`src/rtl/rbf_pkg.sv`:
```
// shared types, constants and the 2^-f lookup table for the rbf kernel evaluator
// no dependencies; imported by every module of the block
package rbf_pkg;

  // payload of the two channels
  typedef struct packed {
    logic signed [15:0] x_coord;
    logic signed [15:0] c_coord;
    logic               last_dim;
  } in_item_t;

  typedef struct packed {
    logic [15:0] kernel_value;
    logic        dist_saturated;
  } out_item_t;

  // configuration register indexes
  localparam int CFG_IDX_W = 1;
  localparam logic [CFG_IDX_W-1:0] CFG_GAMMA = 1'd0;
  localparam logic [CFG_IDX_W-1:0] CFG_ALPHA = 1'd1;
  localparam int CFG_DATA_W = 24;
  localparam logic [23:0] GAMMA_RESET = 24'd65536;
  localparam logic [15:0] ALPHA_RESET = 16'd256;

  // defaults for the top level parameters
  localparam int MAX_DIMS_DEF = 64;

  // distance accumulator
  localparam int SUM_W = 40;

  typedef struct packed {
    logic [SUM_W-1:0] dist_sum;
    logic             dist_sat;
  } dist_item_t;

  typedef struct packed {
    logic full;
    logic empty;
  } q_stat_t;

  localparam int Q_DEPTH = 2;

  // exp evaluation constants
  localparam logic [16:0] LOG2E_Q16 = 17'd94548;
  localparam logic [47:0] ARG_LIMIT = 48'(17) << 16;
  localparam logic [63:0] LN2_Q30   = 64'd744261118;
  localparam logic [63:0] ONE_Q30   = 64'd1 << 30;

  // 2^(-i/EXP_N) in q16, entries 0..EXP_N
  localparam int EXP_N    = 64;
  localparam int TBL_AW   = $clog2(EXP_N + 1);
  typedef logic [16:0] pow2_t;
  typedef pow2_t [EXP_N:0] pow2_tbl_t;

  function automatic logic [63:0] div_small(input logic [63:0] v, input int n);
    logic [63:0] q;
    case (n)
      1:       q = v;
      2:       q = v / 2;
      3:       q = v / 3;
      4:       q = v / 4;
      5:       q = v / 5;
      6:       q = v / 6;
      7:       q = v / 7;
      8:       q = v / 8;
      9:       q = v / 9;
      10:      q = v / 10;
      11:      q = v / 11;
      12:      q = v / 12;
      13:      q = v / 13;
      14:      q = v / 14;
      15:      q = v / 15;
      16:      q = v / 16;
      default: q = v;
    endcase
    return q;
  endfunction

  // taylor series of exp(-i*ln2/EXP_N) in q30, rounded to q16
  function automatic pow2_tbl_t build_pow2_tbl();
    pow2_tbl_t          tbl;
    logic [63:0]        xv;
    logic [63:0]        term;
    logic [63:0]        prod;
    logic signed [63:0] acc;
    for (int i = 0; i <= EXP_N; i++) begin
      xv   = (64'(i) * LN2_Q30) / EXP_N;
      term = ONE_Q30;
      acc  = $signed(ONE_Q30);
      for (int n = 1; n <= 16; n++) begin
        prod = (term * xv) >> 30;
        term = div_small(prod, n);
        if ((n & 1) != 0) begin
          acc = acc - $signed(term);
        end else begin
          acc = acc + $signed(term);
        end
      end
      if (acc < 0) begin
        acc = '0;
      end
      tbl[i] = 17'((acc + 64'sd8192) >>> 14);
    end
    return tbl;
  endfunction

  localparam pow2_tbl_t POW2_TBL = build_pow2_tbl();

endpackage

```
`src/rtl/rbf_queue.sv`:
```
// small fifo of finished distance sums between front and back end
// depends on rbf_pkg
module rbf_queue (
  input  logic                clk,
  input  logic                rst_n,
  input  logic                push,
  input  rbf_pkg::dist_item_t push_item,
  input  logic                pop,
  output rbf_pkg::dist_item_t pop_item,
  output rbf_pkg::q_stat_t    q_stat
);
  import rbf_pkg::*;

  localparam int QAW = (Q_DEPTH > 1) ? $clog2(Q_DEPTH) : 1;
  localparam int QCW = $clog2(Q_DEPTH + 1);

  dist_item_t       slot_r [Q_DEPTH];
  logic [QAW-1:0]   wr_ptr_r, wr_ptr_nxt;
  logic [QAW-1:0]   rd_ptr_r, rd_ptr_nxt;
  logic [QCW-1:0]   cnt_r, cnt_nxt;

  assign q_stat.full  = (cnt_r == QCW'(Q_DEPTH));
  assign q_stat.empty = (cnt_r == '0);
  assign pop_item     = slot_r[rd_ptr_r];

  always_comb begin
    wr_ptr_nxt = wr_ptr_r;
    rd_ptr_nxt = rd_ptr_r;
    cnt_nxt    = cnt_r;
    if (push) begin
      wr_ptr_nxt = (wr_ptr_r == QAW'(Q_DEPTH - 1)) ? '0 : wr_ptr_r + 1'b1;
    end
    if (pop) begin
      rd_ptr_nxt = (rd_ptr_r == QAW'(Q_DEPTH - 1)) ? '0 : rd_ptr_r + 1'b1;
    end
    if (push && !pop) begin
      cnt_nxt = cnt_r + 1'b1;
    end else if (pop && !push) begin
      cnt_nxt = cnt_r - 1'b1;
    end
  end

  always_ff @(posedge clk) begin
    if (!rst_n) begin
      wr_ptr_r <= '0;
      rd_ptr_r <= '0;
      cnt_r    <= '0;
    end else begin
      wr_ptr_r <= wr_ptr_nxt;
      rd_ptr_r <= rd_ptr_nxt;
      cnt_r    <= cnt_nxt;
    end
  end

  always_ff @(posedge clk) begin
    if (push) begin
      slot_r[wr_ptr_r] <= push_item;
    end
  end

endmodule

```
`config.mk`:
```
export PLATFORM = sky130hd
export DESIGN_NAME = rbf_queue
export DESIGN_NICKNAME = d
export VERILOG_FILES = /design/src/rtl/rbf_pkg.sv /design/src/rtl/rbf_queue.sv
export SDC_FILE = /design/constraint.sdc
export NUM_CORES = 1
export LEC_CHECK = 0
export BUFFER_PORTS_ARGS = -buffer_cell sky130_fd_sc_hd__clkbuf_2
export CAP_MARGIN = 15
export CORE_MARGIN = 3
export CORE_UTILIZATION = 55
export DETAILED_ROUTE_END_ITERATION = 7
export PLACE_DENSITY_LB_ADDON = 0.05
export SETUP_SLACK_MARGIN = 0.3
export SYNTH_ARGS = -nofsm -noshare
export SYNTH_HDL_FRONTEND = slang
export SYNTH_SLANG_ARGS = --single-unit
```
`constraint.sdc`:
```
create_clock -name clk -period 4.9 [get_ports clk]
set_input_delay 0 -clock clk [delete_from_list [all_inputs] [get_ports clk]]
set_output_delay 0 -clock clk [all_outputs]
set_load 0.05 [all_outputs]
```
; ---- Word level (Yosys, flattened, before mapping)
; Memories as Yosys holds them, arrays and structs flattened. A register that Yosys moved wholly into a read port is not among the register bits.
; Index checks and enable logic that the tools add are counted.
; W data, S select, Z words.
[classes]
eq_ne = 1
addsub = 4
reduce_logical = 6
n_mux = 8
[op_table]
columns = operator, count
row1 = $mux W1, 6
row2 = $mux W2, 2
row3 = $add A1 B1 Y1 const B, 2
row4 = $add A2 B1 Y2 const B, 1
row5 = $eq A2 B2 Y1 const B, 1
row6 = $logic_and A1 B1 Y1, 2
row7 = $logic_not A1 Y1, 2
row8 = $logic_not A2 Y1, 1
row9 = $reduce_bool A2 Y1, 1
row10 = $sub A2 B1 Y2 const B, 1
[totals]
ff_bits = 4
memories = 1
inputBits = 45
elab_cells = 23
mem_bits_rw = 82
[memory_table]
columns = name, depth, width, read_ports, rd_clocked_by_memory_dff, wr, line_no
row1 = slot_r, 2, 41, 1, 1, 1, rbf_queue.sv:17  ; dist_item_t slot_r [Q_DEPTH];

; ---- Depth between registers and ports, before layout
; Gate-level depths: netlist (run 1).
[depth]
word_depth = 4
mapped_depth = 5
mapped_depth_nobuf = 5

; ---- Worst setup path before layout (run 1)
; Ideal clock, no wire load.
[synth_timing]
kind = register to register
from = register wr_ptr_r
to = memory slot_r[0][0] (netlist name) (enable)
setup_time_ps = 445
required_ps = 4455
stages_incl_launch_ff = 2
period_less_slack_ps = 2615
n_path_buf = 0
slack_ps = 2285
arrival_ps = 2169
path_cell_list = dfxtp_1 -> nor2b_1
[synth_lines]
columns = element, line_no
row1 = start: declaration, rbf_queue.sv:18  ; logic [QAW-1:0] wr_ptr_r, wr_ptr_nxt;
row2 = start signal: assignment, rbf_queue.sv:49  ; wr_ptr_r <= wr_ptr_nxt;
row3 = end: declaration, rbf_queue.sv:17
; Straight into the memory's write port.

==> results of run 1 <==
[metal layers]
metal  global-route usage  vias up  part of all wire  wire length (µm)
met5                    0        -                 0                 0
met4              0.09136        0             0.025               141
met3              0.02961       14             0.043               237
met2               0.2948       61              0.52              2916
met1               0.2124      865              0.41              2258
li1                     -      853                 -                 -
[cell type report]
cell class	count	area, µm²
sequential	87	2564
fill	344	1264
timing repair buffer	130	875.8
multi-input combinational	57	585.6
clock buffer	12	135.1
tap	72	90.09
clock inverter	4	22.52
inverter	1	3.754
[per-stage QoR]
step	total power, mW	hold slack [ps]
after floorplan	1.098	98.87
after global placement	1.159	188.8
after detailed placement	1.167	192.2
after CTS	1.596	15.42
after global routing	1.649	34.13
final	1.585	30.98
[critical path, cell delays in order (launching register included)]
cell and delay [ps]:
dfxtp_2 960, mux2_2 430, clkbuf_2 240
[power by group through the flow]
stage                     clock [mW]  combinational, mW  sequential [mW]
after global placement             0              0.264            0.895
after global routing           0.450              0.315            0.885
after detailed placement           0              0.269            0.898
after floorplan                    0              0.216            0.882
after CTS                      0.419              0.296            0.881
final                          0.407              0.298            0.880
[worst max path at each step]
stage	from	endpoint	slack, ps	cells after the start
after floorplan	wr_ptr_r	slot_r[0][0]	2290	1
after detailed placement	wr_ptr_r	slot_r[0][14]	3220	1
after CTS	flip-flop	pop_item[4]	2890	2
after global placement	wr_ptr_r	slot_r[0][10]	3290	1
final	flip-flop	pop_item[1]	2910	2
after global routing	flip-flop	pop_item[8]	2800	2
[placed cells by master (no fill, tap or decap), types with 2 or more instances in the layout]
| cell type | n |
|---|---|
| clkbuf_2 | 87 |
| edfxtp_1 | 82 |
| dlygate4sd3_1 | 42 |
| mux2_2 | 39 |
| clkbuf_8 | 9 |
| dfxtp_1 | 4 |
| and2_1 | 3 |
| clkinv_2 | 3 |
| clkbuf_1 | 3 |
| mux2_1 | 2 |
| xor2_1 | 2 |
[state kept, by name (all words and copies together) (netlist names), named ones only]
signal	cells
cnt_r	2
rd_ptr_r	1
slot_r	82
wr_ptr_r	1
[cells by family after synthesis]
group,after synthesis
buffers and inverters,6
muxes,41
AOI/OAI and AO/OA,3
adders and majority gates,1
xor gates and xnor gates,3
DFF,87
and+or+nand+nor,9
==> results.toml, run 1 <==
[run_status]
status = "finished, final reports clean"

[pwr]
combPwrFrac = 0.188
seqPwrFrac = 0.555
ir_drop_mv = 0.2701
power.density_nw_per_um2 = 370.6
leakage_nw = 1.655
p_clk_frac = 0.257
switchingPower_uw = 442.8
p_int_mw = 1.142
switching_share = 0.2793

[routing]
drtAntennaViolNets = 0
routed_wl_um = 5555
dr.pass1.iters = 4
routed_via_density = 4.939
via_count = 1793
wl_per_cell_um = 15.30
initialDrtViolationCount = 88
drc = 0

[cts]
cts_buffer_depth = 2
insertion_delay_ps = 340
ctsHoldBuffers = 42
cts_setup_buffers = 0
path_clk_slew_ps = 70
cts.sinks = 87
cts-root-buf = "clkbuf_8"
cts_resized = 0
cts.htree.levels = 3
cts_tree = "built"
cts_buffers = 9

[sta]
fmax_mhz = 502.3
slew_viol_final = 0
fin_ws_ps = 2909
finalHoldViolCount = 0
max_slew.worst_pin.slew_ps = 977.1
setup_viol = 0
final.setup.tns_ps = 0
post-route-period-util = 0.4063
rsz0062_at_grt = "false"
finalCriticalPeriod_ps = 1991
slew_headroom = 0.3486
fin_worst_skew_ps = 5.270

[cells_and_area]
areaGrowthSynthToFinish_pct = 34.99
drive_gt1_frac = 0.4948
fin_area_um2 = 4277
n_antenna_cell = 0
nets = 332
instances_no_fill = 363
final_util = 0.7719

[place]
place_ws_ps = 3222
placedCellCount = 304
dpl_cell_area_um2 = 3679
place_congestion = 0.5907
placement.io_buffers = 87

[flow_run]
cap_violations = 0

[yosys]
yosys_warnings = 0
synthSimpleGateAreaFrac = 0.01777
synth_fp_nets = 196
ys_ff_latch = 87
synth.top_cells.by_area = "edfxtp_1, mux2_2, dfxtp_1"
synth_edf_count = 82
synth_mux_area_frac = 0.1457
synth.most_common_cell = "edfxtp_1"
yosys.area_share.adder = 0.003949
yosysTopAreaCell = "edfxtp_1"
syn-mean-instance-area_um2 = 21.12
async_reset_ff_frac = 0
synth_commonest_cells = "edfxtp_1, mux2_2, buf_2, dfxtp_1, and2_1"
ys_types = 17
synth_area_um2 = 3168
syn-instance-count = 150
synth_top_family_by_area = "multiplexers"
synth_xor_area_frac = 0.008294
ys_seq_area_frac = 0.8088
synthDominantCellAreaShare = 0.7773
synth_compound_area_frac = 0.006319
synthFlopType = "edfxtp_1"

[hold_path]
min-delay-start = "pop"
min_path_cells = 3
hold_end = "rd_ptr_r"
hold_path.class = "primary input to flip-flop"

[setup_path]
rrSetupSlack_ps = 3290
crit_required_ps = 4900
critPathMaxFanout = 41
reg2reg_from = "wr_ptr_r"
cp.arrival_ps = 1990
worst_setup_path_start_kind = "flip-flop"
rr_endpoint = "slot_r[1][31]"
crit_type = "flip-flop to primary output"
reg2regPathDepth = 1
crit_path_end_kind = "primary output"

[floorplan]
die_h_um = 81.90
rows = 27
die_x_um = 81.90
die_area_um2 = 6707
core_area_um2 = 5540
ios = 88
initial_core_util = 0.5718

[global_route]
grt.total_usage = 0.1735
grt-ovfl-total = 0
grt_antenna_before_repair = 0
grt_max_degree = 43
grt_pass1_vias = 1817
grt_first_pass_wirelength_um = 8376
No activity file was read; power rests on OpenSTA's default activity.
==> run 2, diff against run 1 <==
--- a/config.mk
+++ b/config.mk
@@ -8,7 +8,7 @@
 export BUFFER_PORTS_ARGS = -buffer_cell sky130_fd_sc_hd__clkbuf_2
 export CAP_MARGIN = 15
 export CORE_MARGIN = 3
-export CORE_UTILIZATION = 55
+export CORE_UTILIZATION = 46
 export DETAILED_ROUTE_END_ITERATION = 7
 export PLACE_DENSITY_LB_ADDON = 0.05
 export SETUP_SLACK_MARGIN = 0.3
==> constraint.sdc (replaced) <==
create_clock -name clk -period 1.8 [get_ports clk]
set_input_delay 0 -clock clk [delete_from_list [all_inputs] [get_ports clk]]
set_output_delay 0 -clock clk [all_outputs]
set_load 0.05 [all_outputs]
==> run 2 against run 1 <==
Total power grew to 2.9 times the previous value. Via count shrank 0.33%. Largest power group unchanged. Final cell count grew 2.8%. Worst hold slack lost 7.8 ps. Largest cell class unchanged.
==> results.toml, run 2 (same netlist as run 1, synthesis figures left out) <==
[setup_path]
crit_path_end_kind = "primary output"
critPathMaxFanout = 12
crit_required_ps = 1800
cp.arrival_ps = 1440
worst_setup_path_start_kind = "flip-flop"
crit_type = "flip-flop to primary output"

[cts]
cts_buffers = 9
cts-root-buf = "clkbuf_8"
cts.htree.levels = 3
cts_buffer_depth = 2
insertion_delay_ps = 330
cts_tree = "built"
cts_setup_buffers = 0
cts.sinks = 87
path_clk_slew_ps = 70

[cells_and_area]
largest_reg_flops = 82
areaGrowthSynthToFinish_pct = 42.50
n_antenna_cell = 0
final_cell_mix = "edfxtp_1, clkbuf_2, dlygate4sd3_1"
top_regs = "slot_r: 82 flops, cnt_r: 2 flops"
top_register = "slot_r"
fin_area_um2 = 4514
drive_gt1_frac = 0.5068
nets = 337
layout_commonest_cell = "edfxtp_1"

[floorplan]
ios = 88
die_h_um = 88.99
core_area_um2 = 6495
die_x_um = 88.99
initial_core_util = 0.4878
rows = 29
die_area_um2 = 7919

[sta]
fin_worst_skew_ps = 3.724
rsz0062_at_grt = "true"
final.setup.tns_ps = 0
fin_ws_ps = 358.1
max_slew.worst_pin.slew_ps = 343.0
setup_viol = 0
slew_viol_final = 0
fmax_mhz = 693.5
hold_ws_ps = 23.21
post-route-period-util = 0.8010
slew_headroom = 0.7713
finalCriticalPeriod_ps = 1442
finalHoldViolCount = 0

[routing]
drc = 0
drtAntennaViolNets = 0
routed_wl_um = 5797
via_count = 1787
wl_per_cell_um = 15.54
routed_via_density = 4.791
dr.pass1.iters = 5
initialDrtViolationCount = 71

[place]
dp_hpwl_um = 3769
place_congestion = 0.6804
dpl_cell_area_um2 = 3735
place_ws_ps = 466.6
placement.io_buffers = 87

[global_route]
grt_max_degree = 30
grt_pass1_vias = 1905
grt-ovfl-total = 0
grt.total_usage = 0.1523
grt_first_pass_wirelength_um = 8680
grt_antenna_before_repair = 0

[pwr]
ir_drop_mv = 0.5337
power.density_nw_per_um2 = 1036
leakage_nw = 1.743
total_power_mw = 4.676

[flow_run]
cap_violations = 0

[hold_path]
hold_path.class = "primary input to flip-flop"

[run_status]
status = "finished, final reports clean"
-- run 2: cell types whose count changed in the layout (fill, tap and decap cells not counted), sizes merged --
cell      previous run  this run
buf                  1        31
bufinv               0         2
clkbuf              99        73
clkinvlp             1         0
-- run 2: report_power, final --
group	switching, mW	internal (mW)	total, mW	leakage (nW)
Clock	0.604	0.776	1.38	0.107
Sequential	0.0352	2.33	2.37	0.812
Combinational	0.568	0.361	0.929	0.824
-- run 2: per-layer routing --
layer	global-route usage	routed length, µm	vias to the layer above
li1	-	-	861
met1	0.1671	2247	874
met2	0.2773	3247	48
met3	0.03226	249	4
met4	0.07713	53	0
met5	0	0	-
-- run 2: worst max-delay path: stages (launching register included) --
cell and delay, ps:
dfxtp_4 390, buf_12 150, mux2_2 350, clkbuf_4 210
-- run 2: final timing paths --
path | startpoint | slack [ps] | cells past startpoint | to
worst max register to register | wr_ptr_r | 470 | 2 | slot_r[1][16]
worst min-delay path | pop | 20 | 3 | flip-flop
worst min register to register | cnt_r[1] | 510 | 2 | cnt_r[1]
worst max-delay path | flip-flop | 360 | 3 | pop_item[10]
-- run 2: stage by stage --
| stage | utilization | instances |
|---|---|---|
| 3_5_place_dp | 0.5750 | 314 |
| 6_report | 0.6950 | 373 |
| 4_1_cts | 0.6887 | 372 |
| 2_1_floorplan | - | 150 |
| 3_3_place_gp | 0.5750 | 314 |
| 5_1_grt | 0.6950 | 373 |
-- run 2: cell type report --
class	instances	area (µm²)
sequential	87	2566
fill	431	1981
timing repair buffer	135	1056
multi-input combinational	57	585.6
clock buffer	11	131.4
tap	77	96.34
clock inverter	5	75.07
inverter	1	3.754
-- run 2: repair_timing --
action,in CTS,in global routing
hold endpoints to repair,87,0
hold buffers,42,0
endpoints found under the setup margin,41,41
gates cloned,0,1
gates resized for setup,43,30
pin swaps,0,0
