==> config.mk <==
export PLATFORM = sky130hd
export DESIGN_NAME = rbf_back
export DESIGN_NICKNAME = d
export VERILOG_FILES = /design/src/rtl/rbf_pkg.sv /design/src/rtl/rbf_back.sv
export SDC_FILE = /design/constraint.sdc
export NUM_CORES = 2
export LEC_CHECK = 0
export ABC_AREA = 1
export BUFFER_PORTS_ARGS = -buffer_cell sky130_fd_sc_hd__clkbuf_2
export CAP_MARGIN = 40
export CORE_ASPECT_RATIO = 0.9
export CORE_MARGIN = 8
export CORE_UTILIZATION = 45
export DETAILED_ROUTE_END_ITERATION = 8
export PLACE_DENSITY_LB_ADDON = 0.05
export SETUP_SLACK_MARGIN = 0.1
export SLEW_MARGIN = 20
export SYNTH_ARGS = -nofsm -noshare
export SYNTH_HDL_FRONTEND = slang
export SYNTH_SLANG_ARGS = --single-unit
==> constraint.sdc <==
create_clock -name clk -period 7.49 [get_ports clk]
set_clock_uncertainty 0.2 [all_clocks]
set_input_delay 0 -clock clk [delete_from_list [all_inputs] [get_ports clk]]
set_output_delay 0 -clock clk [all_outputs]
set_load 0.03 [all_outputs]
==> src/rtl/rbf_pkg.sv <==
// shared types, constants and the 2^-f lookup table for the rbf kernel evaluator
// no dependencies; imported by every module of the block
package rbf_pkg;

  // payload of the two channels
  typedef struct packed {
    logic signed [15:0] x_coord;
    logic signed [15:0] c_coord;
    logic               last_dim;
  } in_item_t;

  typedef struct packed {
    logic [15:0] kernel_value;
    logic        dist_saturated;
  } out_item_t;

  // configuration register indexes
  localparam int CFG_IDX_W = 1;
  localparam logic [CFG_IDX_W-1:0] CFG_GAMMA = 1'd0;
  localparam logic [CFG_IDX_W-1:0] CFG_ALPHA = 1'd1;
  localparam int CFG_DATA_W = 24;
  localparam logic [23:0] GAMMA_RESET = 24'd65536;
  localparam logic [15:0] ALPHA_RESET = 16'd256;

  // defaults for the top level parameters
  localparam int MAX_DIMS_DEF = 64;

  // distance accumulator
  localparam int SUM_W = 40;

  typedef struct packed {
    logic [SUM_W-1:0] dist_sum;
    logic             dist_sat;
  } dist_item_t;

  typedef struct packed {
    logic full;
    logic empty;
  } q_stat_t;

  localparam int Q_DEPTH = 2;

  // exp evaluation constants
  localparam logic [16:0] LOG2E_Q16 = 17'd94548;
  localparam logic [47:0] ARG_LIMIT = 48'(17) << 16;
  localparam logic [63:0] LN2_Q30   = 64'd744261118;
  localparam logic [63:0] ONE_Q30   = 64'd1 << 30;

  // 2^(-i/EXP_N) in q16, entries 0..EXP_N
  localparam int EXP_N    = 64;
  localparam int TBL_AW   = $clog2(EXP_N + 1);
  typedef logic [16:0] pow2_t;
  typedef pow2_t [EXP_N:0] pow2_tbl_t;

  function automatic logic [63:0] div_small(input logic [63:0] v, input int n);
    logic [63:0] q;
    case (n)
      1:       q = v;
      2:       q = v / 2;
      3:       q = v / 3;
      4:       q = v / 4;
      5:       q = v / 5;
      6:       q = v / 6;
      7:       q = v / 7;
      8:       q = v / 8;
      9:       q = v / 9;
      10:      q = v / 10;
      11:      q = v / 11;
      12:      q = v / 12;
      13:      q = v / 13;
      14:      q = v / 14;
      15:      q = v / 15;
      16:      q = v / 16;
      default: q = v;
    endcase
    return q;
  endfunction

  // taylor series of exp(-i*ln2/EXP_N) in q30, rounded to q16
  function automatic pow2_tbl_t build_pow2_tbl();
    pow2_tbl_t          tbl;
    logic [63:0]        xv;
    logic [63:0]        term;
    logic [63:0]        prod;
    logic signed [63:0] acc;
    for (int i = 0; i <= EXP_N; i++) begin
      xv   = (64'(i) * LN2_Q30) / EXP_N;
      term = ONE_Q30;
      acc  = $signed(ONE_Q30);
      for (int n = 1; n <= 16; n++) begin
        prod = (term * xv) >> 30;
        term = div_small(prod, n);
        if ((n & 1) != 0) begin
          acc = acc - $signed(term);
        end else begin
          acc = acc + $signed(term);
        end
      end
      if (acc < 0) begin
        acc = '0;
      end
      tbl[i] = 17'((acc + 64'sd8192) >>> 14);
    end
    return tbl;
  endfunction

  localparam pow2_tbl_t POW2_TBL = build_pow2_tbl();

endpackage

==> src/rtl/rbf_back.sv <==
// back end: sequencer that turns one distance sum into alpha*exp(-gamma*dist)
// depends on rbf_pkg (table and constants); fed by rbf_queue, drives the result channel
module rbf_back (
  input  logic                clk,
  input  logic                rst_n,
  input  logic [23:0]         gamma_scale,
  input  logic [15:0]         alpha_gain,
  input  rbf_pkg::q_stat_t    q_stat,
  input  rbf_pkg::dist_item_t pop_item,
  output logic                pop,
  output logic                out_valid,
  input  logic                out_stall,
  output rbf_pkg::out_item_t  out_data
);
  import rbf_pkg::*;

  typedef enum logic [8:0] {
    ST_IDLE   = 9'b000000001,
    ST_MLO    = 9'b000000010,
    ST_MHI    = 9'b000000100,
    ST_ARG    = 9'b000001000,
    ST_LOG2   = 9'b000010000,
    ST_TBL    = 9'b000100000,
    ST_INTERP = 9'b001000000,
    ST_SHIFT  = 9'b010000000,
    ST_SCALE  = 9'b100000000
  } back_st_t;

  back_st_t st_r, st_nxt;

  logic [SUM_W-1:0] sum_r;
  logic             sat_r;
  logic [43:0]      plo_r;
  logic [43:0]      phi_r;
  logic             big_r;
  logic [20:0]      arg_r;
  logic [21:0]      y_r;
  logic [16:0]      a_r;
  logic [16:0]      dif_r;
  logic [15:0]      fr_r;
  logic [16:0]      e0_r;
  logic [15:0]      e_r;
  logic             out_vld_r, out_vld_nxt;
  out_item_t        out_r;

  logic [63:0]          prod_full;
  logic [47:0]          arg_full;
  logic [37:0]          y_full;
  logic [16+TBL_AW-1:0] p_val;
  logic [TBL_AW-1:0]    idx;
  pow2_t                tbl_a;
  pow2_t                tbl_b;
  logic [32:0]          corr;
  logic [16:0]          e_shift;
  logic [32:0]          kv_full;
  logic                 out_free;

  assign pop      = (st_r == ST_IDLE) && !q_stat.empty;
  assign out_free = !out_vld_r || !out_stall;

  // q24.16 distance times q8.16 gamma, upper and lower halves summed
  assign prod_full = {phi_r, 20'd0} + {20'd0, plo_r};
  assign arg_full  = prod_full[63:16];
  assign y_full    = arg_r * LOG2E_Q16;

  // fraction split into table index and interpolation weight
  assign p_val = (16+TBL_AW)'(y_r[15:0]) * (16+TBL_AW)'(EXP_N);
  assign idx   = p_val[16 +: TBL_AW];
  assign tbl_a = POW2_TBL[idx];
  assign tbl_b = POW2_TBL[idx + 1'b1];

  assign corr    = dif_r * fr_r;
  assign e_shift = e0_r >> y_r[21:16];
  assign kv_full = alpha_gain * e_r + 33'd32768;

  always_comb begin
    st_nxt = st_r;
    case (st_r)
      ST_IDLE:   if (!q_stat.empty) st_nxt = ST_MLO;
      ST_MLO:    st_nxt = ST_MHI;
      ST_MHI:    st_nxt = ST_ARG;
      ST_ARG:    st_nxt = ST_LOG2;
      ST_LOG2:   st_nxt = ST_TBL;
      ST_TBL:    st_nxt = ST_INTERP;
      ST_INTERP: st_nxt = ST_SHIFT;
      ST_SHIFT:  st_nxt = ST_SCALE;
      ST_SCALE:  if (out_free) st_nxt = ST_IDLE;
      default:   st_nxt = ST_IDLE;
    endcase
  end

  always_comb begin
    out_vld_nxt = out_vld_r;
    if ((st_r == ST_SCALE) && out_free) begin
      out_vld_nxt = 1'b1;
    end else if (!out_stall) begin
      out_vld_nxt = 1'b0;
    end
  end

  always_ff @(posedge clk) begin
    if (!rst_n) begin
      st_r      <= ST_IDLE;
      out_vld_r <= 1'b0;
    end else begin
      st_r      <= st_nxt;
      out_vld_r <= out_vld_nxt;
    end
  end

  always_ff @(posedge clk) begin
    case (st_r)
      ST_IDLE: begin
        sum_r <= pop_item.dist_sum;
        sat_r <= pop_item.dist_sat;
      end
      ST_MLO:  plo_r <= sum_r[19:0] * gamma_scale;
      ST_MHI:  phi_r <= sum_r[39:20] * gamma_scale;
      ST_ARG: begin
        big_r <= (arg_full >= ARG_LIMIT);
        arg_r <= arg_full[20:0];
      end
      ST_LOG2: y_r <= y_full[37:16];
      ST_TBL: begin
        a_r   <= tbl_a;
        dif_r <= tbl_a - tbl_b;
        fr_r  <= p_val[15:0];
      end
      ST_INTERP: e0_r <= a_r - corr[32:16];
      ST_SHIFT: begin
        if (big_r) begin
          e_r <= '0;
        end else if (e_shift[16]) begin
          e_r <= 16'hFFFF;
        end else begin
          e_r <= e_shift[15:0];
        end
      end
      ST_SCALE: begin
        if (out_free) begin
          out_r.kernel_value   <= kv_full[32] ? 16'hFFFF : kv_full[31:16];
          out_r.dist_saturated <= sat_r;
        end
      end
      default: ;
    endcase
  end

  assign out_valid = out_vld_r;
  assign out_data  = out_r;

endmodule

Word level (Yosys, flattened, before mapping)
Memories as Yosys holds them, arrays and structs flattened. A register that Yosys moved wholly into a read port is not among the register bits. Index checks and enable logic that the tools add are counted.

Register bits after elaboration: 277. ROM bits: 3264. Output and inout port bits: 19. Logic and storage cells: 61. Memories: 2.

Add/sub/neg operators: 5. Multipliers: 5. $lt $le $gt $ge: 3. Eq/ne operators: 12. Shift operators: 1. Mux-type cells: 9. Reductions and logical operators: 8.

Memory list: (no name shown) (words 128, width 17, read ports 1, clocked after Yosys merged registers in 0, write ports 0, line rbf_back.sv:70) `assign tbl_b = POW2_TBL[idx + 1'b1];`; (no name shown) (words 64, width 17, read ports 1, clocked after Yosys merged registers in 1, write ports 0, line rbf_back.sv:69) `assign tbl_a = POW2_TBL[idx];`.

Operators with widths (number): 20-bit by 24-bit multiplier with 44-bit output (2); 9-bit one-hot mux with 9 select lines (1); 64-bit by 44-bit adder with 64-bit output (1); 48-bit by 21-bit greater-or-equal comparator with 1-bit output, second input constant (1); 21-bit by 15-bit multiplier with 36-bit output, second input constant (1); 17-bit two-way mux (2); 17-bit subtractor (2); 32-bit by 16-bit adder with 33-bit output, second input constant (1); 16-bit by 16-bit multiplier with 32-bit output (1); 17-bit by 10-bit multiplier with 27-bit output (1); 9-bit two-way mux (2); 17-bit by 6-bit right shift with 17-bit output (1); 16-bit two-way mux (1); 9-bit by 1-bit == test with 1-bit output, second input constant (1); 9-bit by 2-bit == test with 1-bit output, second input constant (1); 9-bit by 3-bit == test with 1-bit output, second input constant (1); 9-bit by 4-bit == test with 1-bit output, second input constant (1); 9-bit by 5-bit == test with 1-bit output, second input constant (1); 9-bit by 6-bit == test with 1-bit output, second input constant (1); 9-bit by 7-bit == test with 1-bit output, second input constant (1); 9-bit by 8-bit == test with 1-bit output, second input constant (1); 9-bit == test, second input constant (1); 6-bit by 8-bit < comparator with 1-bit output, second input constant (1); 7-bit by 8-bit < comparator with 1-bit output, second input constant (1); 9 further kinds (15).

Logic depth before layout (Yosys ltp)
Depth in word-level cells: 4. Gate-level depth with buffers: 37.

Worst setup path after synthesis
Ideal clock, no wire load.

Path type: reg-to-reg. Start point: register fr_r[8]. End point: register e0_r[16] (data pin). Library setup time: 0.252 ns. Arrival: 6.101 ns. Required time: 7.038 ns. Path slack: 0.937 ns. Stages on the path, launching flop included: 38. Buffers on the path: 2. Period minus slack after synthesis: 6.553 ns. Path through: edfxtp_1 clkbuf_1 clkbuf_1 nand2_1 fa_1 inv_1 fa_1 inv_1 fa_1 inv_1 fa_1 inv_1 fa_1 inv_1 ha_1 nand2_1 inv_1 o21ai_0 [2 not listed] o221ai_1 a21oi_1 o21ai_1 nand2_1 nand2_1 xnor2_1 ha_1 nand2_1 nand2_1 a31oi_1 nand3_1 nand3_1 nand2_1 a21oi_1 nor2_1 nor2_1 nand3b_1 nand2_1.

Word-level cells in the longest chain between the ends: 2.

Ends and longest elaborated chain: start, declared (line rbf_back.sv:40) `logic [15:0] fr_r;`; start signal, assigned (line rbf_back.sv:127) `fr_r <= p_val[15:0];`; 17-bit by 10-bit multiplier with 27-bit output (line rbf_back.sv:72) `assign corr = dif_r * fr_r;`; 17-bit subtractor (line rbf_back.sv:129) `ST_INTERP: e0_r <= a_r - corr[32:16];`; end signal, assigned (line rbf_back.sv:129); end, declared (line rbf_back.sv:41) `logic [16:0] e0_r;`.

Every way passes these cells. A chain may end at the register's enable or synchronous reset.

Final worst setup path
Start point: register sum_r[30]. End point: register phi_r[43] (data pin).

Word-level cells in the longest chain between the ends: 1.

Ends and longest elaborated chain: start, declared (line rbf_back.sv:31) `logic [SUM_W-1:0] sum_r;`; start signal, assigned (line rbf_back.sv:114) `sum_r <= pop_item.dist_sum;`; 20-bit by 24-bit multiplier with 44-bit output (line rbf_back.sv:118) `ST_MHI: phi_r <= sum_r[39:20] * gamma_scale;`; end signal, assigned (line rbf_back.sv:118); end, declared (line rbf_back.sv:34) `logic [43:0] phi_r;`.

Every way passes these cells.

==> results.md <==
- Status: finished, final reports clean
- Startpoint types: register
- Ratio of cells with drive above 1 in the final layout: about 4.7%
- Arr. time, crit path: about 7.2 ns
- Max-Cap Viols: 0
- DRT Pass-1 Iters: 6
- Final setup viols: 0
- RSZ-0062 raised after global routing: false
- GP Congestion: 0.894
- Slew @ Worst Pin: 0.842 ns
- Final hold violations: 0
- Worst Setup End Kind: register
- Reg2reg end: phi_r[43]
- Vias in the first global route: ~57,000
- Crit path max fanout: 15
- First-pass GRT wire length: 316,000 microns
- Post-synth cell types: 56
- CP required: around 7.7 ns
- Routed WL: between 150,000 and 200,000 microns
- Period minus WS final: just over 7 ns
- Root Buffer: clkbuf_16
- Worst R2R Setup Slack: 0.43 ns
- Syn Area/Cell: just under 8 sq um
- Register area share after synthesis: between 10% and 20%
- Row cnt: approximately 140
- Reg2Reg Depth: 22
- Post-synth EDFFs: 251
- Yosys reg bits: about 280
- Clock Latency Late Sink: between 0.6 and 0.7 ns
- Initial antenna violation count: 0
- Initial Util: 45.4%
- Core ar.: 0.151 sq mm
- CTS max path bufs: 3
- Slew Limit Headroom: 43.9%
- Setup_tns: 0 ns
- Gate count of the mapped netlist: 8,747
- Start point of the critical path: sum_r[30]
- Largest net degree at the start of global routing: 47
- Nets: ~11,000
- Post-detail-place hpwl: about 160,000 microns
- Critical Path Sink: phi_r[43]
- Port-buffer cells: roughly 100
- Fin. max-slew vios: 0
- Die width: approximately 430 microns
- Total CTS buffers: between 40 and 50
- Post-route clock period utilization: 94.2%
- Vias: 54,500
- Final non-filler cell area: around 0.074 sq mm
- Kind of critical path: register to register
- Routed Antenna Nets: 0
- CTS tree: yes
- Grt ovf: 0
- Clock slew at reported path FFs: 0.06 ns
- Wire per inst: 17.9 microns
- Fill cells: approximately 15,000
- DP Area: 0.0715 sq mm
- Full die area: about 0.16 sq mm
- H-tree depth: 2
- Critical R2R Launch: sum_r[30]
- First DRT Iteration DRCs: between 3,000 and 4,000
- Synthesized area: approximately 0.07 sq mm
- Vias per std cell: around 5.0
- Share of flip-flops with an asynchronous set or reset: 0%
- Hold WC Path Type: primary input to register
- # DRC: 0
- Fmax: about 140 MHz
- Antenna Cells: 0
- Top_reg_cell synth: edfxtp_1
- Area added between synthesis and finish: 8.16%
- Syn Nets: between 10,000 and 15,000
- # clock sinks: between 200 and 300
- YS warnings: 0
- Die height: between 300 and 400 microns
- Boundary Pins: 105
- GR Util All Layers: between 20% and 30%
worst max-delay path, stage by stage, from the launching register on:
cell and delay, ns:
edfxtp_1 0.78, nand2_1 0.15, fa_1 0.51, inv_1 0.05
fa_1 0.47, inv_1 0.05, fa_1 0.50, inv_1 0.06
fa_1 0.58, fa_1 0.44, fa_1 0.56, inv_1 0.07
fa_1 0.48, inv_1 0.04, ha_1 0.39, nand2_1 0.12
nor2_1 0.22, inv_1 0.08, nor4_1 0.36, o21ai_0 0.15
nand3_1 0.22, a21oi_1 0.13, xor2_1 0.15
metal layers:
metal / global-route usage [%] / wire length [microns] / vias to the layer above
li1: - / - / 26100
met3: 2.42 / 9660 / 232
met4: 6.38 / 5660 / 0
met2: 40.8 / 91500 / 1349
met1: 32.9 / 87200 / 26800
met5: 0 / 0 / -
cell type report:
cell class	count	area, sq um	area share (%)
clock buffer	43	1030	1.40
clock inverter	33	353	0.477
inverter	2410	9050	12.2
multi-input combinational	5743	50100	67.7
sequential	278	8080	10.9
tap	1986	2480	3.36
timing repair buffer	373	2930	3.96
sequential cells by signal, summed over array words and instances (netlist names), 10 cells and up:
name and flops:
a_r 17, arg_r 21, dif_r 17, e0_r 17, e_r 16, fr_r 10
out_data 17, phi_r 44, plo_r 28, sum_r 40, tbl_a 17, y_r 22
cells in the mapped netlist (4+ instances only):
cell type,instances,area (sq um)
buf_2,18,90.1
nor3_1,44,220
edfxtp_1,251,7540
xor2_1,97,850
a21boi_0,8,60.1
o22ai_1,4,25.0
o21ai_1,5,25.0
a221oi_1,8,70.1
a211oi_1,5,37.5
fa_1,1196,23900
inv_1,2405,9030
or2_2,6,37.5
o211ai_1,11,82.6
and3_1,4,25.0
o21a_1,17,128
a31oi_1,31,194
xnor2_1,70,613
buf_6,4,45.0
nand2_2,19,119
o311ai_0,5,43.8
nand3b_1,10,75.1
a21o_1,17,128
o31ai_1,9,67.6
nor2_1,349,1310
clkbuf_1,287,1080
nor4_1,19,119
dfxtp_1,27,541
buf_1,4,15.0
nand3_1,242,1210
a21oi_1,292,1460
o21ai_0,200,1000
o2111ai_1,8,70.1
nand4_1,41,257
inv_2,5,18.8
o221ai_1,6,52.6
nor2_2,5,31.3
nand2_1,2259,8480
ha_1,715,8950
o21bai_1,13,97.6
cells in the final DEF, fill, tap and decap left out, types with 31 or more instances in the layout:
cell type      synthesis  layout
inv_1               2405    2404
dlygate4sd3_1          0      85
xnor2_1               70      70
nor2_1               349     348
clkbuf_2               0     103
fa_1                1196    1196
a31oi_1               31      31
ha_1                 715     715
o21ai_0              200     200
xor2_1                97      97
a21oi_1              292     292
nand2_1             2259    2259
edfxtp_1             251     251
nand4_1               41      41
nor3_1                44      42
nand3_1              242     242
buf_4                  3     171
clkbuf_16              0      41
logic make-up after synthesis:
| family | synth area share, % |
|---|---|
| adders and majority gates | 48.1 |
| and+or+nand+nor | 17.5 |
| xor gates and xnor gates | 2.16 |
| buffers and inverters | 15.0 |
| DFF | 11.8 |
| AOI/OAI and AO/OA | 5.37 |
how the worst min path moves through the flow:
| stage | startpoint | end | slack (ns) | cells after the start |
|---|---|---|---|---|
| floorplan | q_stat[0] | st_r[1] | -0.12 | 1 |
| global placement | pop_item[22] | sum_r[21] | -0.02 | 1 |
| detailed placement | pop_item[5] | sum_r[4] | -0.02 | 1 |
| CTS | gamma_scale[0] | phi_r[0] | 0.04 | 4 |
| global route | gamma_scale[0] | phi_r[0] | 0.09 | 4 |
| finish | gamma_scale[0] | phi_r[0] | 0.08 | 4 |
per-stage QoR:
| step | util (%) | hold slack, ns | worst slack (ns) | instances |
|---|---|---|---|---|
| floorplan | - | -0.121 | 0.937 | 8747 |
| CTS | 49.0 | 0.0398 | 0.375 | 10800 |
| global route | 49.1 | 0.0881 | 0.0808 | 10900 |
| global placement | 47.5 | -0.0238 | 0.365 | 10700 |
| finish | 49.1 | 0.0808 | 0.434 | 10900 |
| detailed placement | 47.5 | -0.0209 | 0.374 | 10700 |
what timing repair did:
action,CTS,global route
setup buffers,0,27
endpoints found under the setup margin,0,6
endpoints found under the hold margin,68,0
hold buffers,85,0
resized for setup,0,1
Power is not shown: default switching activity piles up to over one toggle a cycle in this logic, so the estimate is an artifact.
