`src/rtl/rbf_pkg.sv`:
```
// shared types, constants and the 2^-f lookup table for the rbf kernel evaluator
// no dependencies; imported by every module of the block
package rbf_pkg;

  // payload of the two channels
  typedef struct packed {
    logic signed [15:0] x_coord;
    logic signed [15:0] c_coord;
    logic               last_dim;
  } in_item_t;

  typedef struct packed {
    logic [15:0] kernel_value;
    logic        dist_saturated;
  } out_item_t;

  // configuration register indexes
  localparam int CFG_IDX_W = 1;
  localparam logic [CFG_IDX_W-1:0] CFG_GAMMA = 1'd0;
  localparam logic [CFG_IDX_W-1:0] CFG_ALPHA = 1'd1;
  localparam int CFG_DATA_W = 24;
  localparam logic [23:0] GAMMA_RESET = 24'd65536;
  localparam logic [15:0] ALPHA_RESET = 16'd256;

  // defaults for the top level parameters
  localparam int MAX_DIMS_DEF = 64;

  // distance accumulator
  localparam int SUM_W = 40;

  typedef struct packed {
    logic [SUM_W-1:0] dist_sum;
    logic             dist_sat;
  } dist_item_t;

  typedef struct packed {
    logic full;
    logic empty;
  } q_stat_t;

  localparam int Q_DEPTH = 2;

  // exp evaluation constants
  localparam logic [16:0] LOG2E_Q16 = 17'd94548;
  localparam logic [47:0] ARG_LIMIT = 48'(17) << 16;
  localparam logic [63:0] LN2_Q30   = 64'd744261118;
  localparam logic [63:0] ONE_Q30   = 64'd1 << 30;

  // 2^(-i/EXP_N) in q16, entries 0..EXP_N
  localparam int EXP_N    = 64;
  localparam int TBL_AW   = $clog2(EXP_N + 1);
  typedef logic [16:0] pow2_t;
  typedef pow2_t [EXP_N:0] pow2_tbl_t;

  function automatic logic [63:0] div_small(input logic [63:0] v, input int n);
    logic [63:0] q;
    case (n)
      1:       q = v;
      2:       q = v / 2;
      3:       q = v / 3;
      4:       q = v / 4;
      5:       q = v / 5;
      6:       q = v / 6;
      7:       q = v / 7;
      8:       q = v / 8;
      9:       q = v / 9;
      10:      q = v / 10;
      11:      q = v / 11;
      12:      q = v / 12;
      13:      q = v / 13;
      14:      q = v / 14;
      15:      q = v / 15;
      16:      q = v / 16;
      default: q = v;
    endcase
    return q;
  endfunction

  // taylor series of exp(-i*ln2/EXP_N) in q30, rounded to q16
  function automatic pow2_tbl_t build_pow2_tbl();
    pow2_tbl_t          tbl;
    logic [63:0]        xv;
    logic [63:0]        term;
    logic [63:0]        prod;
    logic signed [63:0] acc;
    for (int i = 0; i <= EXP_N; i++) begin
      xv   = (64'(i) * LN2_Q30) / EXP_N;
      term = ONE_Q30;
      acc  = $signed(ONE_Q30);
      for (int n = 1; n <= 16; n++) begin
        prod = (term * xv) >> 30;
        term = div_small(prod, n);
        if ((n & 1) != 0) begin
          acc = acc - $signed(term);
        end else begin
          acc = acc + $signed(term);
        end
      end
      if (acc < 0) begin
        acc = '0;
      end
      tbl[i] = 17'((acc + 64'sd8192) >>> 14);
    end
    return tbl;
  endfunction

  localparam pow2_tbl_t POW2_TBL = build_pow2_tbl();

endpackage

```
`src/rtl/rbf_front.sv`:
```
// front end: squares each coordinate difference and keeps the saturating distance sum
// depends on rbf_pkg; hands one finished distance per point pair to rbf_queue
module rbf_front #(
  parameter int MAX_DIMS = rbf_pkg::MAX_DIMS_DEF
) (
  input  logic                clk,
  input  logic                rst_n,
  input  logic                in_valid,
  output logic                in_stall,
  input  rbf_pkg::in_item_t   in_data,
  input  rbf_pkg::q_stat_t    q_stat,
  output logic                push,
  output rbf_pkg::dist_item_t push_item
);
  import rbf_pkg::*;

  localparam int DIM_W = (MAX_DIMS > 1) ? $clog2(MAX_DIMS) : 1;

  logic [DIM_W-1:0] dim_cnt_r, dim_cnt_nxt;
  logic             a_vld_r, a_vld_nxt;
  logic             a_last_r, a_last_nxt;
  logic [31:0]      sq_r, sq_nxt;
  logic [SUM_W-1:0] sum_r, sum_nxt;
  logic             sat_r, sat_nxt;

  logic              in_acc;
  logic              a_blocked;
  logic              a_adv;
  logic              eff_last;
  logic signed [16:0] diff;
  logic [15:0]       abs_diff;
  logic [SUM_W:0]    sum_add;
  logic [SUM_W-1:0]  sum_new;
  logic              sat_new;

  // a closing transaction waits while the queue is full
  assign a_blocked = a_last_r && q_stat.full;
  assign a_adv     = a_vld_r && !a_blocked;
  assign in_stall  = a_vld_r && a_blocked;
  assign in_acc    = in_valid && !in_stall;

  assign eff_last = in_data.last_dim || (dim_cnt_r == DIM_W'(MAX_DIMS - 1));
  assign diff     = {in_data.x_coord[15], in_data.x_coord}
                  - {in_data.c_coord[15], in_data.c_coord};
  assign abs_diff = diff[16] ? 16'(-diff) : diff[15:0];

  assign sum_add = {1'b0, sum_r} + {{(SUM_W - 31){1'b0}}, sq_r};
  assign sum_new = sum_add[SUM_W] ? {SUM_W{1'b1}} : sum_add[SUM_W-1:0];
  assign sat_new = sat_r || sum_add[SUM_W];

  assign push               = a_adv && a_last_r;
  assign push_item.dist_sum = sum_new;
  assign push_item.dist_sat = sat_new;

  always_comb begin
    a_vld_nxt   = a_vld_r;
    a_last_nxt  = a_last_r;
    sq_nxt      = sq_r;
    dim_cnt_nxt = dim_cnt_r;
    sum_nxt     = sum_r;
    sat_nxt     = sat_r;
    if (a_adv) begin
      a_vld_nxt = 1'b0;
      if (a_last_r) begin
        sum_nxt = '0;
        sat_nxt = 1'b0;
      end else begin
        sum_nxt = sum_new;
        sat_nxt = sat_new;
      end
    end
    if (in_acc) begin
      a_vld_nxt   = 1'b1;
      a_last_nxt  = eff_last;
      sq_nxt      = abs_diff * abs_diff;
      dim_cnt_nxt = eff_last ? '0 : dim_cnt_r + 1'b1;
    end
  end

  always_ff @(posedge clk) begin
    if (!rst_n) begin
      a_vld_r   <= 1'b0;
      dim_cnt_r <= '0;
      sum_r     <= '0;
      sat_r     <= 1'b0;
    end else begin
      a_vld_r   <= a_vld_nxt;
      dim_cnt_r <= dim_cnt_nxt;
      sum_r     <= sum_nxt;
      sat_r     <= sat_nxt;
    end
  end

  always_ff @(posedge clk) begin
    a_last_r <= a_last_nxt;
    sq_r     <= sq_nxt;
  end

endmodule

```
`config.mk`:
```
export PLATFORM = sky130hd
export DESIGN_NAME = rbf_front
export DESIGN_NICKNAME = d
export VERILOG_FILES = /design/src/rtl/rbf_pkg.sv /design/src/rtl/rbf_front.sv
export SDC_FILE = /design/constraint.sdc
export NUM_CORES = 1
export LEC_CHECK = 0
export BUFFER_PORTS_ARGS = -buffer_cell sky130_fd_sc_hd__clkbuf_2
export CORE_MARGIN = 2
export CORE_UTILIZATION = 50
export DETAILED_ROUTE_END_ITERATION = 12
export HOLD_SLACK_MARGIN = 0.02
export PLACE_DENSITY = 0.65
export SLEW_MARGIN = 40
export SYNTH_ARGS = -nofsm -noshare
export SYNTH_HDL_FRONTEND = slang
export SYNTH_SLANG_ARGS = --single-unit
```
`constraint.sdc`:
```
create_clock -name clk -period 16.35 [get_ports clk]
set_input_delay 2.4525 -clock clk [delete_from_list [all_inputs] [get_ports clk]]
set_output_delay 2.4525 -clock clk [all_outputs]
set_load 0.03 [all_outputs]
```
== After elaboration in Yosys (flattened, before gate mapping) ==
Index checks and enable logic that the tools add are counted.

* Muxes and demuxes: 7
* $mul: 1
* Add/subtract/negate cells: 4
* Equality and inequality tests: 1
* Reduce and logical (&&, ||, !) cells: 10

{| class="wikitable"
|+ Operator list
! kind !! number
|-
| 40-bit 2-to-1 mux || 2
|-
| 40-bit by 32-bit adder with 41-bit output || 1
|-
| 16-bit by 16-bit multiplier with 32-bit output || 1
|-
| 16-bit by 16-bit subtractor with 17-bit output || 1
|-
| 16-bit 2-to-1 mux || 1
|-
| 16-bit negation || 1
|-
| 6-bit by 1-bit adder with 6-bit output, second input constant || 1
|-
| 6-bit == test, second input constant || 1
|-
| 6-bit 2-to-1 mux || 1
|-
| 1-bit logical AND || 5
|-
| 1-bit 2-to-1 mux || 3
|-
| 1-bit logical NOT || 2
|-
| 1-bit logical OR || 2
|-
| 2-bit nonzero test || 1
|}

* Bits of input ports: 38
* Bits in registers: 81
* Output and inout bits: 43
* Logic and storage cells: 29

== Logic depth before layout (Yosys ltp) ==
Gate-level depths: netlist (run 1).

* Depth after elaboration: 5
* Mapped depth: 35
* Depth with buffers taken out: 35

== Worst setup path after synthesis (run 1) ==
No wires, ideal clock.

* Path type: in2reg
* From: in in_data[4] (netlist bit)
* To: reg sq_r[31], data pin
* Buffers on the path: 1
* Arrival: 10.618 ns
* Cell stages on the path: 34
* Path slack: 5.464 ns
* Data required time: 16.082 ns
* Library setup time: 0.268 ns
* Cell sequence: inv_1 ha_1 o21ai_1 a21oi_1 o31a_1 or4_1 and3_1 o21a_1 xnor2_1 inv_1 clkbuf_1 nor2_1 inv_1 fa_1 inv_1 fa_1 inv_1 fa_1 inv_1 fa_1 fa_1 inv_1 fa_1 inv_1 ha_1 a21o_1 a21o_1 a21oi_1 o21ai_0 a211oi_1 o21ai_0 a41oi_1 nor4b_1 nor4_2

* Longest elaborated chain between the ends: 4

{| class="wikitable"
|+ Ends and longest elaborated chain
! element !! line !! text
|-
| from (decl) || rbf_front.sv:10 || <nowiki>input rbf_pkg::in_item_t in_data,</nowiki>
|-
| 16-bit by 16-bit subtractor with 17-bit output * || rbf_front.sv:44 || <nowiki>- {in_data.c_coord[15], in_data.c_coord};</nowiki>
|-
| 16-bit negation || rbf_front.sv:45 || <nowiki>assign abs_diff = diff[16] ? 16'(-diff) : diff[15:0];</nowiki>
|-
| 16-bit 2-to-1 mux * || rbf_front.sv:45 ||
|-
| 16-bit by 16-bit multiplier with 32-bit output * || rbf_front.sv:75 || <nowiki>sq_nxt = abs_diff * abs_diff;</nowiki>
|-
| to (signal assigned) || rbf_front.sv:96 || <nowiki>sq_r <= sq_nxt;</nowiki>
|-
| to (decl) || rbf_front.sv:22 || <nowiki>logic [31:0] sq_r, sq_nxt;</nowiki>
|}

Every way passes the cells marked *; elsewhere a longest branch is shown, timed or not.
A chain may end at the register's enable or synchronous reset.

== Worst setup path after layout (run 1) ==
* From: in in_data[17] (netlist bit)
* To: reg sq_r[31], data pin

Same word-level chain as after synthesis.

==> results_dict.tcl, run 1 <==
set metrics [dict create \
    status "finished, final reports clean" \
    setup_viol 0 \
    cts_tree "done" \
    synth_area_leaders "fa_1, ha_1, inv_1" \
    tightest_slew_ps 870 \
    nets 1932 \
    synth_edf_count 32 \
    cts.sinks 80 \
    synth_async_sr_flop_share_pct 0 \
    arrival_ps 12430 \
    cts.clk_slew.worst_paths_ps 60 \
    clock-root-buffer "clkbuf_16" \
    ys_types 71 \
    path_max_fanout 12 \
    first_global_vias 10800 \
    routed_wl_um 29700 \
    synthFlopType "dfxtp_1" \
    cp.required_ps 16430 \
    antenna-diode-count 0 \
    core_region_area_um2 25800 \
    start_util_pct 50.5 \
    portBuffers 79 \
    numCtsBuffers 9 \
    ys_seq_elements 80 \
    htreeDepth 3 \
    cap_violations 0 \
    cpMaxStageDelayCell "o311ai_0" \
    finClkSkew_ps 9.09 \
    synth.yosys.seq_area_share_pct 14.7 \
    rsz0062_at_grt "false" \
    synthesis.area_um2 13100 \
    clock_latency_ps 340 \
    grt_max_degree 42 \
    drt_iter0_drc 610 \
    hold_buffers 0 \
    fin_crit_ps 12360 \
    end_kind "flip-flop" \
    hold_class "reg2reg" \
    yosysTopAreaCellShare_pct 25.3 \
    syn_area_per_cell_um2 8.61 \
    route.detailed.vias_per_inst 5.47 \
    final_common_cell "inv_1" \
    drtAntennaViolNets 0 \
    rows 59 \
    area_growth_pct 9.05 \
    grt_pass1_wl_um 51500 \
    layout-drive-gt1-share_pct 8.56 \
    design.die.area_um2 27400 \
    final_max_slew_viol_count 0 \
    drc 0 \
    cp-start-kind "input port" \
    yosysTopAreaCell "fa_1" \
    grt_usage_pct 22.4 \
    crit_type "in2reg" \
    worst_path_largest_cell_delay_ps 650 \
    tns_ps 0 \
    synth_cells 1517 \
    wire_per_inst_um 15.4 \
    hpwlAfterDp_um 24300 \
    utilization_pct 55.1 \
    crit_start "in_data[17]" \
    rr_startpoint "sq_r[13]$_DFFE_PP_" \
    hold_violations 0 \
    clockBufferDepth 2 \
    die_w_um 166 \
    antenna_found_initial 0 \
    io_pins 81 \
    dr.pass1.iters 5 \
    timing.hold.worst.start "sat_r$_SDFFE_PN0P_" \
    gp_congestion 0.878 \
    timing.slew.headroom_pct 41.6 \
    dieHeight_um 166 \
    final_cell_mix "inv_1, fa_1, ha_1" \
    cts_resized 0 \
    syn-num-nets 1866 \
    yosysWarnings 0 \
    fillers 2422 \
    vias 10500 \
    post_cts_buffers 0 \
    grt.overflow.total 0 \
    fin_crit_sh_pct 75.6 \
    clock.fmax_mhz 80.9 \
]
critical path, delay by kind of cell:
kind | cells | cell delay [ps]
AOI/OAI and AO/OA | 12 | 3700
and+or+nand+nor | 4 | 810
xor gates and xnor gates | 1 | 640
buffers and inverters | 8 | 930
adders and majority gates | 9 | 3860
kinds of logic after synthesis:
family	share of synthesized area [%]
fa+ha+maj	39.3
compound gates	15.7
mux	0.565
xor+xnor	5.57
flops	14.7
buf+inv	9.55
simple gates	14.6
stage by stage:
stage	hold WS [ps]	setup slack, ps	cell area [um^2]	std cells
floorplan	429	5460	13100	1517
global placement	441	3550	13800	1905
detailed placement	450	3670	13900	1907
CTS	457	4000	14200	1923
global route	505	3340	14200	1923
finish	451	3990	14200	1923
cell type report:
type	count	area [um^2]	area share, %
Inverter	290	1090	7.64
Sequential cell	80	1920	13.5
Clock buffer	12	279	1.96
Clock inverter	4	47.5	0.334
Tap cell	335	419	2.94
Multi-Input combinational cell	1110	9950	69.9
Timing Repair Buffer	92	533	3.74
cells in the mapped netlist (12+ instances only):
| cell | n |
|---|---|
| o21ai_0 | 48 |
| fa_1 | 165 |
| edfxtp_1 | 32 |
| nand3_1 | 21 |
| clkbuf_1 | 28 |
| dfxtp_1 | 48 |
| ha_1 | 146 |
| a22o_1 | 24 |
| inv_1 | 284 |
| nand2b_1 | 23 |
| nor2_1 | 122 |
| and3_1 | 20 |
| and2_1 | 12 |
| nor3_1 | 17 |
| nand2_1 | 139 |
| nor2b_1 | 13 |
| xor2_1 | 34 |
| a21o_1 | 42 |
| a21oi_1 | 64 |
| xnor2_1 | 49 |
state kept, by name, summed over array words and instances (netlist names):
| signal | cells |
|---|---|
| sq_r | 31 |
| a_vld_r | 1 |
| dim_cnt_r | 6 |
| sat_r | 1 |
| sum_r | 40 |
| a_last_r | 1 |
metal layers:
| metal | share of wire (%) | track usage (%) | wire (um) |
|---|---|---|---|
| met1 | 46 | 30.5 | 13700 |
| met2 | 48 | 39.4 | 14400 |
| met3 | 3.9 | 1.84 | 1170 |
| met4 | 1.4 | 4.73 | 423 |
| met5 | 0 | 0 | 0 |
worst paths after layout:
path | endpoint | slack, ps | cells past startpoint
setup reg to reg | sum_r[18]$_SDFFE_PN0P_ | 12490 | 11
hold / removal | sat_r$_SDFFE_PN0P_ | 450 | 2
hold reg to reg | sat_r$_SDFFE_PN0P_ | 450 | 2
setup / recovery | sq_r[31]$_DFFE_PP_ | 3990 | 34
Power of run 1 is not shown: default switching activity piles up to over one toggle a cycle in this logic, so the estimate is an artifact.
==> inputs of run 2 (changes only) <==
PLACE_DENSITY = 0.67   (was 0.65)
clock period = 11.2 ns   (was 16.35 ns; I/O delays follow)
==> results_dict.tcl, run 2 (synthesis gave the netlist of run 1 again) <==
set metrics [dict create \
    status "finished, final reports clean" \
    final_max_slew_viol_count 0 \
    cts_resized 0 \
    htreeDepth 3 \
    arrival_ps 10630 \
    worst_path_largest_cell_delay_ps 600 \
    r2r-end "sum_r[35]$_SDFFE_PN0P_" \
    fillers 2383 \
    cp.required_ps 11290 \
    start_util_pct 50.5 \
    ff2ff_path_depth 11 \
    hold_end "sat_r$_SDFFE_PN0P_" \
    final_cell_mix "inv_1, fa_1, ha_1" \
    regMostFlops "sum_r" \
    layout-drive-gt1-share_pct 9.96 \
    hpwlAfterDp_um 24800 \
    clock_latency_ps 350 \
    timing.slew.headroom_pct 47.7 \
    clock-root-buffer "clkbuf_16" \
    cp-start-kind "input port" \
    route.detailed.vias_per_inst 5.48 \
    hold_violations 0 \
    end_kind "flip-flop" \
    ff2ff_setup_slack_ps 7330 \
    final_common_cell "inv_1" \
    min_path_cells 2 \
    hold_class "reg2reg" \
    first_global_vias 10900 \
    cts.sinks 80 \
    cts.clk_slew.worst_paths_ps 60 \
    rows 59 \
    cpMaxStageDelayCell "xnor2_1" \
    setup_viol 0 \
    antenna_found_initial 0 \
    gp_congestion 0.859 \
    tns_ps 0 \
    fin_crit_ps 10540 \
    grt_pass1_wl_um 51000 \
    rsz0062_at_grt "false" \
    hold_buffers 0 \
    area_growth_pct 10.2 \
    portBuffers 79 \
    crit_type "in2reg" \
    cts_tree "done" \
    core_region_area_um2 25800 \
    die_w_um 166 \
    finClkSkew_ps 8.01 \
    rr_startpoint "sq_r[13]$_DFFE_PP_" \
    fin_crit_sh_pct 94.1 \
    drc 0 \
    drtAntennaViolNets 0 \
    grt_max_degree 34 \
    antenna-diode-count 0 \
    largestRegisters "sum_r x40, sq_r x31, dim_cnt_r x6" \
    wire_per_inst_um 15.2 \
    post_cts_buffers 0 \
    io_pins 81 \
    design.die.area_um2 27400 \
    clockBufferDepth 2 \
    tightest_slew_ps 785 \
    dr.pass1.iters 5 \
    grt_usage_pct 22.3 \
    largest_reg_flops 40 \
    routed_wl_um 29600 \
    cap_violations 0 \
    vias 10700 \
    numCtsBuffers 9 \
    timing.hold.worst.start "sat_r$_SDFFE_PN0P_" \
    nets 1960 \
    grt.overflow.total 0 \
    cp_common_cell "fa_1" \
    drt_iter0_drc 515 \
    dieHeight_um 166 \
    clock.fmax_mhz 94.9 \
    path_max_fanout 12 \
]
-- run 2: cell type report --
class,instances,area [um^2],area share (%)
timing repair buffer,120,718,4.99
tap,335,419,2.91
multi-input combinational,1110,9930,69.0
sequential,80,1920,13.4
inverter,290,1090,7.56
clock buffer,12,268,1.86
clock inverter,4,50.0,0.348
-- run 2: per-layer routing --
metal | share of wire (%) | global-route usage [%] | wire, um
met1 | 44 | 28.8 | 12900
met2 | 48 | 39.4 | 14200
met3 | 5.6 | 2.82 | 1650
met4 | 2.7 | 6.31 | 789
met5 | 0 | 0 | 0
-- run 2: worst max-delay path: cells and delay by family --
kind            cells  cell delay [ps]
simple gates        5             1000
compound gates     11             2640
fa+ha+maj           9             4070
buf+inv             7              620
xor+xnor            1              600
-- run 2: how the worst max path moves through the flow --
stage                 from            endpoint  slack, ps  depth (start not counted)
2_1_floorplan   in_data[4]  sq_r[31]$_DFFE_PP_       1090                         34
3_3_place_gp   in_data[17]  sq_r[31]$_DFFE_PP_        330                         34
3_5_place_dp   in_data[17]  sq_r[31]$_DFFE_PP_        330                         33
4_1_cts        in_data[17]  sq_r[31]$_DFFE_PP_        660                         33
5_1_grt        in_data[17]  sq_r[31]$_DFFE_PP_          7                         35
6_report       in_data[17]  sq_r[31]$_DFFE_PP_        660                         33
-- run 2: stage by stage --
| stage | worst slack (ps) | area [um^2] | cells | hold WS [ps] | util [%] |
|---|---|---|---|---|---|
| after floorplan | 1090 | 13100 | 1517 | 429 | - |
| after global placement | 333 | 14000 | 1933 | 442 | 54.3 |
| after detailed placement | 331 | 14100 | 1935 | 450 | 54.5 |
| after CTS | 663 | 14400 | 1951 | 457 | 55.7 |
| after global routing | 6.57 | 14400 | 1951 | 498 | 55.7 |
| final | 663 | 14400 | 1951 | 452 | 55.7 |
Power of run 2 is left out for the same reason.
==> inputs of run 3 (changes only) <==
ABC_AREA = 1   (was not set)
CTS_CLUSTER_DIAMETER = 100   (was not set)
HOLD_SLACK_MARGIN = not set   (was 0.02)
==> results_dict.tcl, run 3 <==
set metrics [dict create \
    status "finished, final reports clean" \
    tns_ps 0 \
    synth_area_leaders "fa_1, ha_1, nand2_1" \
    ff2ff_path_depth 17 \
    layout.cells.non_filler 2423 \
    cts_tree "done" \
    cts_resized 0 \
    design.die.area_um2 30100 \
    final_cell_mix "nand2_1, inv_1, nor2_1" \
    yosysTopAreaCell "fa_1" \
    synth_common_cells "nand2_1, inv_1, nor2_1" \
    hold_violations 0 \
    cts.clk_slew.worst_paths_ps 70 \
    ys_seq_elements 80 \
    timing.hold.worst.start "sum_r[17]$_SDFFE_PN0P_" \
    hold_buffers 0 \
    layout-drive-gt1-share_pct 10.1 \
    post_cts_buffers 0 \
    drc 0 \
    fillers 2809 \
    nets 2383 \
    synthesis.area_um2 14300 \
    drtAntennaViolNets 0 \
    syn-num-nets 2318 \
    arrival_ps 9530 \
    final_max_slew_viol_count 0 \
    htreeDepth 3 \
    cp_common_cell "fa_1" \
    clockBufferDepth 2 \
    synth_most_common_cell "nand2_1" \
    area_growth_pct 7.07 \
    routed_wl_um 33600 \
    gp_congestion 0.928 \
    hold_ws_ps 474 \
    cp.required_ps 11310 \
    cts.sinks 80 \
    portBuffers 79 \
    dr.pass1.iters 7 \
    grt_usage_pct 23.4 \
    die_w_um 173 \
    io_pins 81 \
    route.detailed.vias_per_inst 5.10 \
    synth.yosys.seq_area_share_pct 13.4 \
    start_util_pct 50.4 \
    ff2ff_setup_slack_ps 8040 \
    ys_types 53 \
    setup_viol 0 \
    regMostFlops "sum_r" \
    end_kind "flip-flop" \
    fin_crit_sh_pct 84.1 \
    yosysWarnings 0 \
    drt_iter0_drc 669 \
    syn_area_per_cell_um2 7.29 \
    hpwlAfterDp_um 28400 \
    grt.overflow.total 0 \
    clock-root-buffer "clkbuf_16" \
    synth_edf_count 32 \
    r2r-end "sum_r[12]$_SDFFE_PN0P_" \
    finClkSkew_ps 12.6 \
    hold_end "sum_r[17]$_SDFFE_PN0P_" \
    numCtsBuffers 9 \
    core_region_area_um2 28500 \
    synth_async_sr_flop_share_pct 0 \
    clock.fmax_mhz 106 \
    dieHeight_um 173 \
    min_path_cells 2 \
    largestRegisters "sum_r x40, sq_r x31, dim_cnt_r x6" \
    first_global_vias 12500 \
    tightest_slew_ps 800 \
    synth_cells 1969 \
    antenna_found_initial 0 \
    seqCellArea_um2 1920 \
    multi_input_area_um2 10600 \
    cap_violations 0 \
    grt_pass1_wl_um 58400 \
    timing.slew.headroom_pct 46.6 \
    clock_latency_ps 350 \
    cpMaxStageDelayCell "nand2_1" \
    place_inst 2407 \
    antenna-diode-count 0 \
    fin_crit_ps 9420 \
    grt_max_degree 42 \
    final_common_cell "nand2_1" \
    path_max_fanout 16 \
    wire_per_inst_um 13.9 \
    rr_startpoint "sum_r[0]$_SDFFE_PN0P_" \
    vias 12400 \
    synthFlopType "dfxtp_1" \
    rsz0062_at_grt "false" \
    yosysTopAreaCellShare_pct 23.0 \
    cp-start-kind "input port" \
    largest_reg_flops 40 \
    hold_class "reg2reg" \
    crit_type "in2reg" \
    worst_path_largest_cell_delay_ps 600 \
    rows 62 \
]
[run 3: cell count changes in the layout (fill, tap and decap cells not counted), sizes merged, moves of 24 or more]
cell / before / now
inv: 286 / 428
nor2: 123 / 200
xnor2: 49 / 15
a21oi: 64 / 135
nand2: 139 / 469
a21o: 42 / 10
nand3: 21 / 114
a22o: 24 / 0
buf: 41 / 9
[run 3: through the flow]
step	setup WS (ps)	instance area, um^2	utilization, %
6_report	1780	15400	54.0
5_1_grt	1210	15400	54.0
4_1_cts	1790	15400	53.9
3_5_place_dp	1400	15100	53.0
3_3_place_gp	1500	15100	53.0
2_1_floorplan	2590	14300	-
[run 3: final cells by class]
class,instances,share of cell area (%)
multi-input combinational,1429,69.1
inverter,426,10.5
timing repair buffer,88,3.01
sequential,80,12.5
clock inverter,7,0.350
clock buffer,9,1.47
tap,384,3.13
[run 3: worst max-delay path, delay by kind of cell]
family | cells | cell delay (ps)
fa+ha+maj | 9 | 3990
simple gates | 14 | 1800
compound gates | 6 | 1310
buf+inv | 8 | 700
[run 3: layer usage]
metal | part of all wire, % | global-route usage [%] | up-vias | wire (um)
met4 | 2.2 | 5.86 | 0 | 730
met2 | 49 | 41.9 | 293 | 16600
li1 | - | - | 6234 | -
met5 | 0 | 0 | - | 0
met3 | 3.9 | 1.58 | 55 | 1310
met1 | 45 | 30.7 | 5780 | 15000
[run 3: kinds of logic after synthesis]
family	Yosys count	synth area share, %
buffers and inverters	460	12.7
xor gates and xnor gates	53	3.73
muxes	1	0.0698
AOI/OAI and AO/OA	232	9.05
and+or+nand+nor	832	25.3
DFF	80	13.4
adders and majority gates	311	35.8
[run 3: worst max-delay path by stage]
stage                                     to  slack, ps        start  cells past startpoint
after floorplan           sq_r[28]$_DFFE_PP_       2590  in_data[17]                     39
after global placement    sq_r[28]$_DFFE_PP_       1500  in_data[17]                     37
after detailed placement  sq_r[28]$_DFFE_PP_       1400  in_data[17]                     37
after CTS                 sq_r[28]$_DFFE_PP_       1790  in_data[17]                     37
after global routing      sq_r[28]$_DFFE_PP_       1210  in_data[17]                     37
final                     sq_r[28]$_DFFE_PP_       1780  in_data[17]                     37
Power of run 3 is left out for the same reason.
